==> src/hw/rtl/mitbl_pkg.sv <==
// shared constants for the min/index delete table
package mitbl_pkg;

    localparam int DEPTH_DEF = 64;
    localparam int VALUE_W   = 32;
    localparam int INDEX_W   = 6;
    localparam int FUNC_W    = 3;
    localparam int S_DATA_W  = 40;
    localparam int M_DATA_W  = 40;
    localparam int M_USER_W  = 1;

    localparam logic [FUNC_W-1:0] FUNC_CLEAR   = 3'd0;
    localparam logic [FUNC_W-1:0] FUNC_APPEND  = 3'd1;
    localparam logic [FUNC_W-1:0] FUNC_DEL_IDX = 3'd2;
    localparam logic [FUNC_W-1:0] FUNC_DEL_MIN = 3'd3;
    localparam logic [FUNC_W-1:0] FUNC_EMIT    = 3'd4;

endpackage

==> src/hw/rtl/mitbl_ram.sv <==
// generic single-write, single-read ram with registered read data
module mitbl_ram #(
    parameter int WIDTH  = 32,
    parameter int DEPTH  = 64,
    parameter int ADDR_W = $clog2(DEPTH)
) (
    input  logic              clk,
    input  logic              wr_en,
    input  logic [ADDR_W-1:0] wr_addr,
    input  logic [WIDTH-1:0]  wr_data,
    input  logic              rd_en,
    input  logic [ADDR_W-1:0] rd_addr,
    output logic [WIDTH-1:0]  rd_data
);

    logic [WIDTH-1:0] mem [DEPTH];

    always_ff @(posedge clk) begin
        if (wr_en) begin
            mem[wr_addr] <= wr_data;
        end
        // read data holds while rd_en is low
        if (rd_en) begin
            rd_data <= mem[rd_addr];
        end
    end

endmodule

==> src/hw/rtl/min_or_index_delete_table.sv <==
// table of signed values with delete marks: top level and command sequencer
//
// Commands arrive on the s_ channel, one transaction each; s_tuser carries the
// command code (clear, append, delete by index, delete smallest, emit) and
// s_tdata the value and index. Only emit produces results on the m_ channel:
// one transaction per surviving entry in load order, tlast on the final one,
// or a single transaction with tuser 0 and tlast 1 when nothing survives.
// Clear, append, unused codes and a delete by an index below the count leave
// s_tready high. Delete smallest, or a delete by index at or past the count,
// keeps s_tready low while it scans: each live entry is read from the value
// ram, one per cycle, through the single read port into one shared signed
// comparator. Emit also keeps s_tready low while it scans; the same read port
// paces it, and with a free receiver survivors stream out at up to one
// per cycle. A stalled receiver holds the output register and, through it,
// pauses the emit scan; other commands are still taken while the last result
// of an emit waits. Reset clears the count, the delete marks and the output
// valid; the value ram needs no clearing since only entries below the count
// are ever read.
module min_or_index_delete_table #(
    parameter int DEPTH = mitbl_pkg::DEPTH_DEF
) (
    input  logic                          aclk,
    input  logic                          aresetn,
    input  logic                          s_tvalid,
    output logic                          s_tready,
    input  logic [mitbl_pkg::S_DATA_W-1:0] s_tdata,  // value[31:0], index[37:32], zeros
    input  logic [mitbl_pkg::FUNC_W-1:0]   s_tuser,  // func[2:0]
    output logic                          m_tvalid,
    input  logic                          m_tready,
    output logic [mitbl_pkg::M_DATA_W-1:0] m_tdata,  // value_res[31:0], position[37:32], zeros
    output logic [mitbl_pkg::M_USER_W-1:0] m_tuser,  // valid_res[0]
    output logic                          m_tlast
);

    localparam int AW   = $clog2(DEPTH);
    localparam int CW   = $clog2(DEPTH + 1);
    localparam int CMPW = mitbl_pkg::INDEX_W + 1;
    localparam int VW   = mitbl_pkg::VALUE_W;

    localparam logic [1:0] ST_IDLE = 2'd0;
    localparam logic [1:0] ST_MIN  = 2'd1;
    localparam logic [1:0] ST_EMIT = 2'd2;

    logic [1:0]                      state_reg, state_next;
    logic [CW-1:0]                   count_reg, count_next;
    logic [CW-1:0]                   ptr_reg, ptr_next;
    logic [DEPTH-1:0]                marks_reg, marks_next;
    logic                            rd_pend_reg, rd_pend_next;
    logic [AW-1:0]                   rpos_reg, rpos_next;
    logic                            found_reg, found_next;
    logic signed [VW-1:0]            best_val_reg, best_val_next;
    logic [AW-1:0]                   best_pos_reg, best_pos_next;
    logic                            hold_full_reg, hold_full_next;
    logic [VW-1:0]                   hold_val_reg, hold_val_next;
    logic [AW-1:0]                   hold_pos_reg, hold_pos_next;
    logic                            m_valid_reg, m_valid_next;
    logic [VW-1:0]                   m_val_reg, m_val_next;
    logic [AW-1:0]                   m_pos_reg, m_pos_next;
    logic                            m_vres_reg, m_vres_next;
    logic                            m_last_reg, m_last_next;

    logic [VW-1:0]                   s_value;
    logic [mitbl_pkg::INDEX_W-1:0]   s_index;
    logic                            idx_hit;
    logic                            out_free;
    logic                            take;
    logic                            ptr_live;

    logic                            ram_we;
    logic                            ram_re;
    logic [VW-1:0]                   ram_rdata;

    assign s_value  = s_tdata[VW-1:0];
    assign s_index  = s_tdata[VW +: mitbl_pkg::INDEX_W];
    assign s_tready = (state_reg == ST_IDLE);
    assign idx_hit  = {1'b0, s_index} < CMPW'(count_reg);
    assign out_free = !m_valid_reg || m_tready;
    assign ptr_live = (ptr_reg < count_reg);
    assign take     = rd_pend_reg && (!hold_full_reg || out_free);

    mitbl_ram #(
        .WIDTH (VW),
        .DEPTH (DEPTH),
        .ADDR_W(AW)
    ) u_ram (
        .clk    (aclk),
        .wr_en  (ram_we),
        .wr_addr(count_reg[AW-1:0]),
        .wr_data(s_value),
        .rd_en  (ram_re),
        .rd_addr(ptr_reg[AW-1:0]),
        .rd_data(ram_rdata)
    );

    always_comb begin
        state_next     = state_reg;
        count_next     = count_reg;
        ptr_next       = ptr_reg;
        marks_next     = marks_reg;
        rd_pend_next   = rd_pend_reg;
        rpos_next      = rpos_reg;
        found_next     = found_reg;
        best_val_next  = best_val_reg;
        best_pos_next  = best_pos_reg;
        hold_full_next = hold_full_reg;
        hold_val_next  = hold_val_reg;
        hold_pos_next  = hold_pos_reg;
        m_valid_next   = m_valid_reg;
        m_val_next     = m_val_reg;
        m_pos_next     = m_pos_reg;
        m_vres_next    = m_vres_reg;
        m_last_next    = m_last_reg;
        ram_we         = 1'b0;
        ram_re         = 1'b0;

        if (m_valid_reg && m_tready) begin
            m_valid_next = 1'b0;
        end

        case (state_reg)
            ST_IDLE: begin
                ptr_next       = '0;
                rd_pend_next   = 1'b0;
                found_next     = 1'b0;
                hold_full_next = 1'b0;
                if (s_tvalid) begin
                    case (s_tuser)
                        mitbl_pkg::FUNC_CLEAR: begin
                            count_next = '0;
                            marks_next = '0;
                        end
                        mitbl_pkg::FUNC_APPEND: begin
                            if (count_reg != CW'(DEPTH)) begin
                                ram_we                        = 1'b1;
                                marks_next[count_reg[AW-1:0]] = 1'b0;
                                count_next                    = count_reg + CW'(1);
                            end
                        end
                        mitbl_pkg::FUNC_DEL_IDX: begin
                            if (idx_hit) begin
                                marks_next[s_index[AW-1:0]] = 1'b1;
                            end else begin
                                state_next = ST_MIN;
                            end
                        end
                        mitbl_pkg::FUNC_DEL_MIN: begin
                            state_next = ST_MIN;
                        end
                        mitbl_pkg::FUNC_EMIT: begin
                            state_next = ST_EMIT;
                        end
                        default: begin
                        end
                    endcase
                end
            end

            ST_MIN: begin
                // strict less-than keeps the lower index on ties
                if (rd_pend_reg && (!found_reg || $signed(ram_rdata) < best_val_reg)) begin
                    found_next    = 1'b1;
                    best_val_next = $signed(ram_rdata);
                    best_pos_next = rpos_reg;
                end
                if (ptr_live) begin
                    ram_re       = !marks_reg[ptr_reg[AW-1:0]];
                    rd_pend_next = !marks_reg[ptr_reg[AW-1:0]];
                    rpos_next    = ptr_reg[AW-1:0];
                    ptr_next     = ptr_reg + CW'(1);
                end else begin
                    rd_pend_next = 1'b0;
                    if (!rd_pend_reg) begin
                        if (found_reg) begin
                            marks_next[best_pos_reg] = 1'b1;
                        end
                        state_next = ST_IDLE;
                    end
                end
            end

            ST_EMIT: begin
                // one survivor is held back so tlast can go on the final one
                if (take) begin
                    if (hold_full_reg) begin
                        m_valid_next = 1'b1;
                        m_val_next   = hold_val_reg;
                        m_pos_next   = hold_pos_reg;
                        m_vres_next  = 1'b1;
                        m_last_next  = 1'b0;
                    end
                    hold_full_next = 1'b1;
                    hold_val_next  = ram_rdata;
                    hold_pos_next  = rpos_reg;
                    rd_pend_next   = 1'b0;
                end
                if (ptr_live) begin
                    if (marks_reg[ptr_reg[AW-1:0]]) begin
                        ptr_next = ptr_reg + CW'(1);
                    end else if (!rd_pend_reg || take) begin
                        ram_re       = 1'b1;
                        rd_pend_next = 1'b1;
                        rpos_next    = ptr_reg[AW-1:0];
                        ptr_next     = ptr_reg + CW'(1);
                    end
                end else if (!rd_pend_reg && out_free) begin
                    m_valid_next = 1'b1;
                    m_last_next  = 1'b1;
                    if (hold_full_reg) begin
                        m_val_next  = hold_val_reg;
                        m_pos_next  = hold_pos_reg;
                        m_vres_next = 1'b1;
                    end else begin
                        m_val_next  = '0;
                        m_pos_next  = '0;
                        m_vres_next = 1'b0;
                    end
                    hold_full_next = 1'b0;
                    state_next     = ST_IDLE;
                end
            end

            default: begin
                state_next = ST_IDLE;
            end
        endcase
    end

    always_ff @(posedge aclk) begin
        if (!aresetn) begin
            state_reg     <= ST_IDLE;
            count_reg     <= '0;
            ptr_reg       <= '0;
            marks_reg     <= '0;
            rd_pend_reg   <= 1'b0;
            found_reg     <= 1'b0;
            hold_full_reg <= 1'b0;
            m_valid_reg   <= 1'b0;
        end else begin
            state_reg     <= state_next;
            count_reg     <= count_next;
            ptr_reg       <= ptr_next;
            marks_reg     <= marks_next;
            rd_pend_reg   <= rd_pend_next;
            found_reg     <= found_next;
            hold_full_reg <= hold_full_next;
            m_valid_reg   <= m_valid_next;
        end
    end

    always_ff @(posedge aclk) begin
        rpos_reg     <= rpos_next;
        best_val_reg <= best_val_next;
        best_pos_reg <= best_pos_next;
        hold_val_reg <= hold_val_next;
        hold_pos_reg <= hold_pos_next;
        m_val_reg    <= m_val_next;
        m_pos_reg    <= m_pos_next;
        m_vres_reg   <= m_vres_next;
        m_last_reg   <= m_last_next;
    end

    assign m_tvalid = m_valid_reg;
    assign m_tdata  = {{(mitbl_pkg::M_DATA_W - VW - mitbl_pkg::INDEX_W){1'b0}},
                       mitbl_pkg::INDEX_W'(m_pos_reg), m_val_reg};
    assign m_tuser  = m_vres_reg;
    assign m_tlast  = m_last_reg;

endmodule

==> config.mk <==
export PLATFORM = sky130hd
export DESIGN_NAME = min_or_index_delete_table
export DESIGN_NICKNAME = d
export VERILOG_FILES = /design/src/hw/rtl/mitbl_pkg.sv /design/src/hw/rtl/mitbl_ram.sv /design/src/hw/rtl/min_or_index_delete_table.sv
export SDC_FILE = /design/constraint.sdc
export NUM_CORES = 2
export LEC_CHECK = 0
export BUFFER_PORTS_ARGS = -buffer_cell sky130_fd_sc_hd__buf_2
export CAP_MARGIN = 15
export CORE_ASPECT_RATIO = 1.25
export CORE_UTILIZATION = 40
export CTS_CLUSTER_SIZE = 24
export DETAILED_ROUTE_END_ITERATION = 12
export GPL_TIMING_DRIVEN = 0
export HOLD_SLACK_MARGIN = 0.06
export MAX_ROUTING_LAYER = met4
export RECOVER_POWER = 50
export SLEW_MARGIN = 15
export SYNTH_ARGS = -nofsm -noshare
export SYNTH_HDL_FRONTEND = slang
export SYNTH_SLANG_ARGS = --single-unit
==> constraint.sdc <==
create_clock -name aclk -period 7.6 [get_ports aclk]
set_input_delay 1.9 -clock aclk [delete_from_list [all_inputs] [get_ports aclk]]
set_output_delay 1.9 -clock aclk [all_outputs]
set_load 0.005 [all_outputs]
==> flow_metrics.tcl <==
set metrics [dict create \
    cpMostUsedCell "clkbuf_1" \
    synth_seq_area_share 0.755 \
    synth_common_cells "2202 x edfxtp_1, 688 x mux4_2, 131 x a21oi_1" \
    synth_warnings 0 \
    vias 45200 \
    synth-seq-cells 2286 \
    async_flop_share 0 \
    cts_buffers 216 \
    crit_buf_inv 4 \
    firstDrtPassIters 6 \
    hold_path_depth 0 \
    r2r-end "u_ram.rd_data[3]" \
    ys_types 60 \
    layout.nets 4641 \
    dp_slack_ns 2.09 \
    seq_area_sq_um 67800 \
    yosysTopAreaCell "edfxtp_1" \
    core_sq_um 223000 \
    fmax_ghz 0.207 \
    die_w_um 426 \
    reg2reg_slack_ns 2.86 \
    min_to "best_pos_reg[2]" \
    min_path_type "reg -> reg" \
    h-tree-depth 4 \
    critical-path-top-delay-family "simple AND/OR/NAND/NOR gates" \
    clockBufferDepth 4 \
    cp_max_fo 17 \
    clkPwrFrac 0.410 \
    cts_tree "built" \
    setup-violations-final 0 \
    ir_drop_uv 180 \
    synth_flop_cell "edfxtp_1" \
    insertion_delay_ns 0.86 \
    synth_edf_count 2202 \
    r2r_start "ptr_reg[1]" \
    grt_overflow 0 \
    worst_pin_slew_ns 3.76 \
    cts-hold-fix-buffers 0 \
    multi_input_area_sq_um 21200 \
    port_buffers 83 \
    synth.avg_cell_area_sq_um 21.7 \
    critPathLaunch "s_tuser[0]" \
    rsz0062_at_grt "no" \
    startpoint_type "input pin" \
    hold_viol 0 \
    grt_max_degree 65 \
    endpoint_kind "flop" \
    vias_per_cell 5.89 \
    syn_to_final_growth_pct 14.8 \
    grt_pass1_wl_mm 352 \
    cts.repair.resized 0 \
    required_ns 8.15 \
    outcome "finished, violations left" \
    drive_gt1_frac 0.280 \
    post_cts_buffers 0 \
    setup_slack_ns 2.77 \
    dieArea_sq_um 226000 \
    clock_skew_ns 0.0466 \
    violations "capacitance limit, slew limit" \
    combPwrFrac 0.045 \
    syn-cell-area_sq_um 89800 \
    die_y_um 532 \
    slew_violations 2068 \
    critical_path_arrival_ns 5.38 \
    synth_cells 4143 \
    post-route-period-util 0.636 \
    synth_area_leaders "edfxtp_1 74%, mux4_2 17%, dfxtp_1 1.9%" \
    p_sw_uw 5450 \
    antenna_found_initial 33 \
    slew_headroom -1.51 \
    dp_hpwl_mm 168 \
    p_int_uw 19900 \
    wl_per_cell_um 32.8 \
    drtIter0Drc 5626 \
    clk_pin_slew_ns 0.06 \
    ios 91 \
    slowest_delay_ns 1.01 \
    p_per_area_nw_per_um2 246 \
    period_minus_slack_ns 4.83 \
    grt_usage 0.228 \
    hp-start "rpos_reg[2]" \
    place_congestion 0.893 \
    core.rowCount 194 \
    yosysMostFrequentCell "edfxtp_1" \
    fill_cells 18500 \
    drt.antenna.violating_nets 0 \
    p_leak_uw 0.0308 \
    routed_wl_mm 252 \
    cts_sinks 2286 \
    cp_slowest_cell "nor2_4" \
    sw_frac_of_total 0.215 \
    grt_pass1_vias 45200 \
    final_util 0.462 \
    drc 0 \
    worstPathCellList "clkbuf_1 > inv_1 > or3_1 > nor3_1 > clkbuf_1 > nand2_1 > nor2_4 > buf_12" \
    max-cap-violations 33 \
    start_util 0.402 \
    netlist.area_leader.share 0.737 \
    path_class "in -> reg" \
    seq_power_share 0.545 \
    cts-root-buf "clkbuf_16" \
    largest_register_ff_count 2048 \
    rr_worst_depth 7 \
]
-- worst register-to-register path, delay by kind of cell, from the launching register on --
kind,cells,cell delay (ns)
buffers and inverters,4,2.37
multiplexers,3,1.66
flip-flops,1,0.44
-- cells in the final DEF, fill, tap and decap left out, drive strengths merged, types with 5 or more instances in the layout --
master	instances
dfxtp	84
o211ai	67
nand2	118
a211oi	7
nand2b	5
nand4	11
mux4	688
a21o	9
inv	50
bufinv	12
diode	29
nand3b	8
buf	250
nor2b	8
a22oi	5
clkinvlp	8
nor2	119
edfxtp	2202
o22ai	39
a22o	38
ha	49
and2	5
or3	14
a21oi	132
clkbuf	440
clkinv	105
o21ai	128
nor3	29
nand3	27
mux2i	5
-- how the worst max path moves through the flow --
stage	depth (start not counted)	slack (ns)	endpoint
2_1_floorplan	4	1.48	u_ram.rd_data[0]
3_3_place_gp	5	-0.09	u_ram.rd_data[17]
3_5_place_dp	8	2.09	u_ram.mem[6][11]
4_1_cts	8	2.69	u_ram.rd_data[7]
5_1_grt	8	2.65	u_ram.mem[27][23]
6_report	8	2.77	u_ram.mem[27][13]
-- routing by layer --
layer / vias up / global-route usage / wire (um)
met1: 24300 / 0.282 / 94700
met4: 0 / 0.100 / 12100
met3: 476 / 0.0336 / 17200
met2: 2026 / 0.373 / 128000
met5: - / - / 0
li1: 18400 / - / -
-- power groups by stage --
stage	sequential (uW)	clock (uW)	combinational, uW
floorplan	14100	0	607
global placement	14100	0	1130
detailed placement	14100	0	1160
CTS	13800	10500	1160
global route	13800	11000	1190
finish	13800	10400	1140
-- final cells by class --
type | instances | area share
Buffer | 242 | 0.0111
Inverter | 52 | 0.00189
Clock buffer | 265 | 0.0550
Antenna cell | 29 | 0.000704
Tap cell | 2940 | 0.0357
Clock inverter | 123 | 0.00925
Multi-Input combinational cell | 1564 | 0.206
Sequential cell | 2286 | 0.658
Timing Repair Buffer | 183 | 0.0229
-- kinds of logic after synthesis --
group | share of synthesized area
xor gates and xnor gates | 0.000390
adders and majority gates | 0.00683
other | 0.0000418
DFF | 0.755
muxes | 0.173
buffers and inverters | 0.0148
AOI/OAI and AO/OA | 0.0306
and+or+nand+nor | 0.0187
-- metrics by stage --
| step | cells | power (uW) | hold WS, ns | cell area (sq um) | TNS (ns) |
|---|---|---|---|---|---|
| 6_report | 7684 | 25400 | 0.464 | 103000 | 0 |
| 3_3_place_gp | 7167 | 15200 | 0.445 | 93900 | -4.84 |
| 3_5_place_dp | 7266 | 15300 | 0.450 | 96600 | 0 |
| 4_1_cts | 7654 | 25500 | 0.468 | 103000 | 0 |
| 5_1_grt | 7675 | 26000 | 0.486 | 103000 | 0 |
| 2_1_floorplan | 4144 | 14700 | 0.421 | 89800 | 0 |
Note: power is estimated with default switching activity, not from simulation.
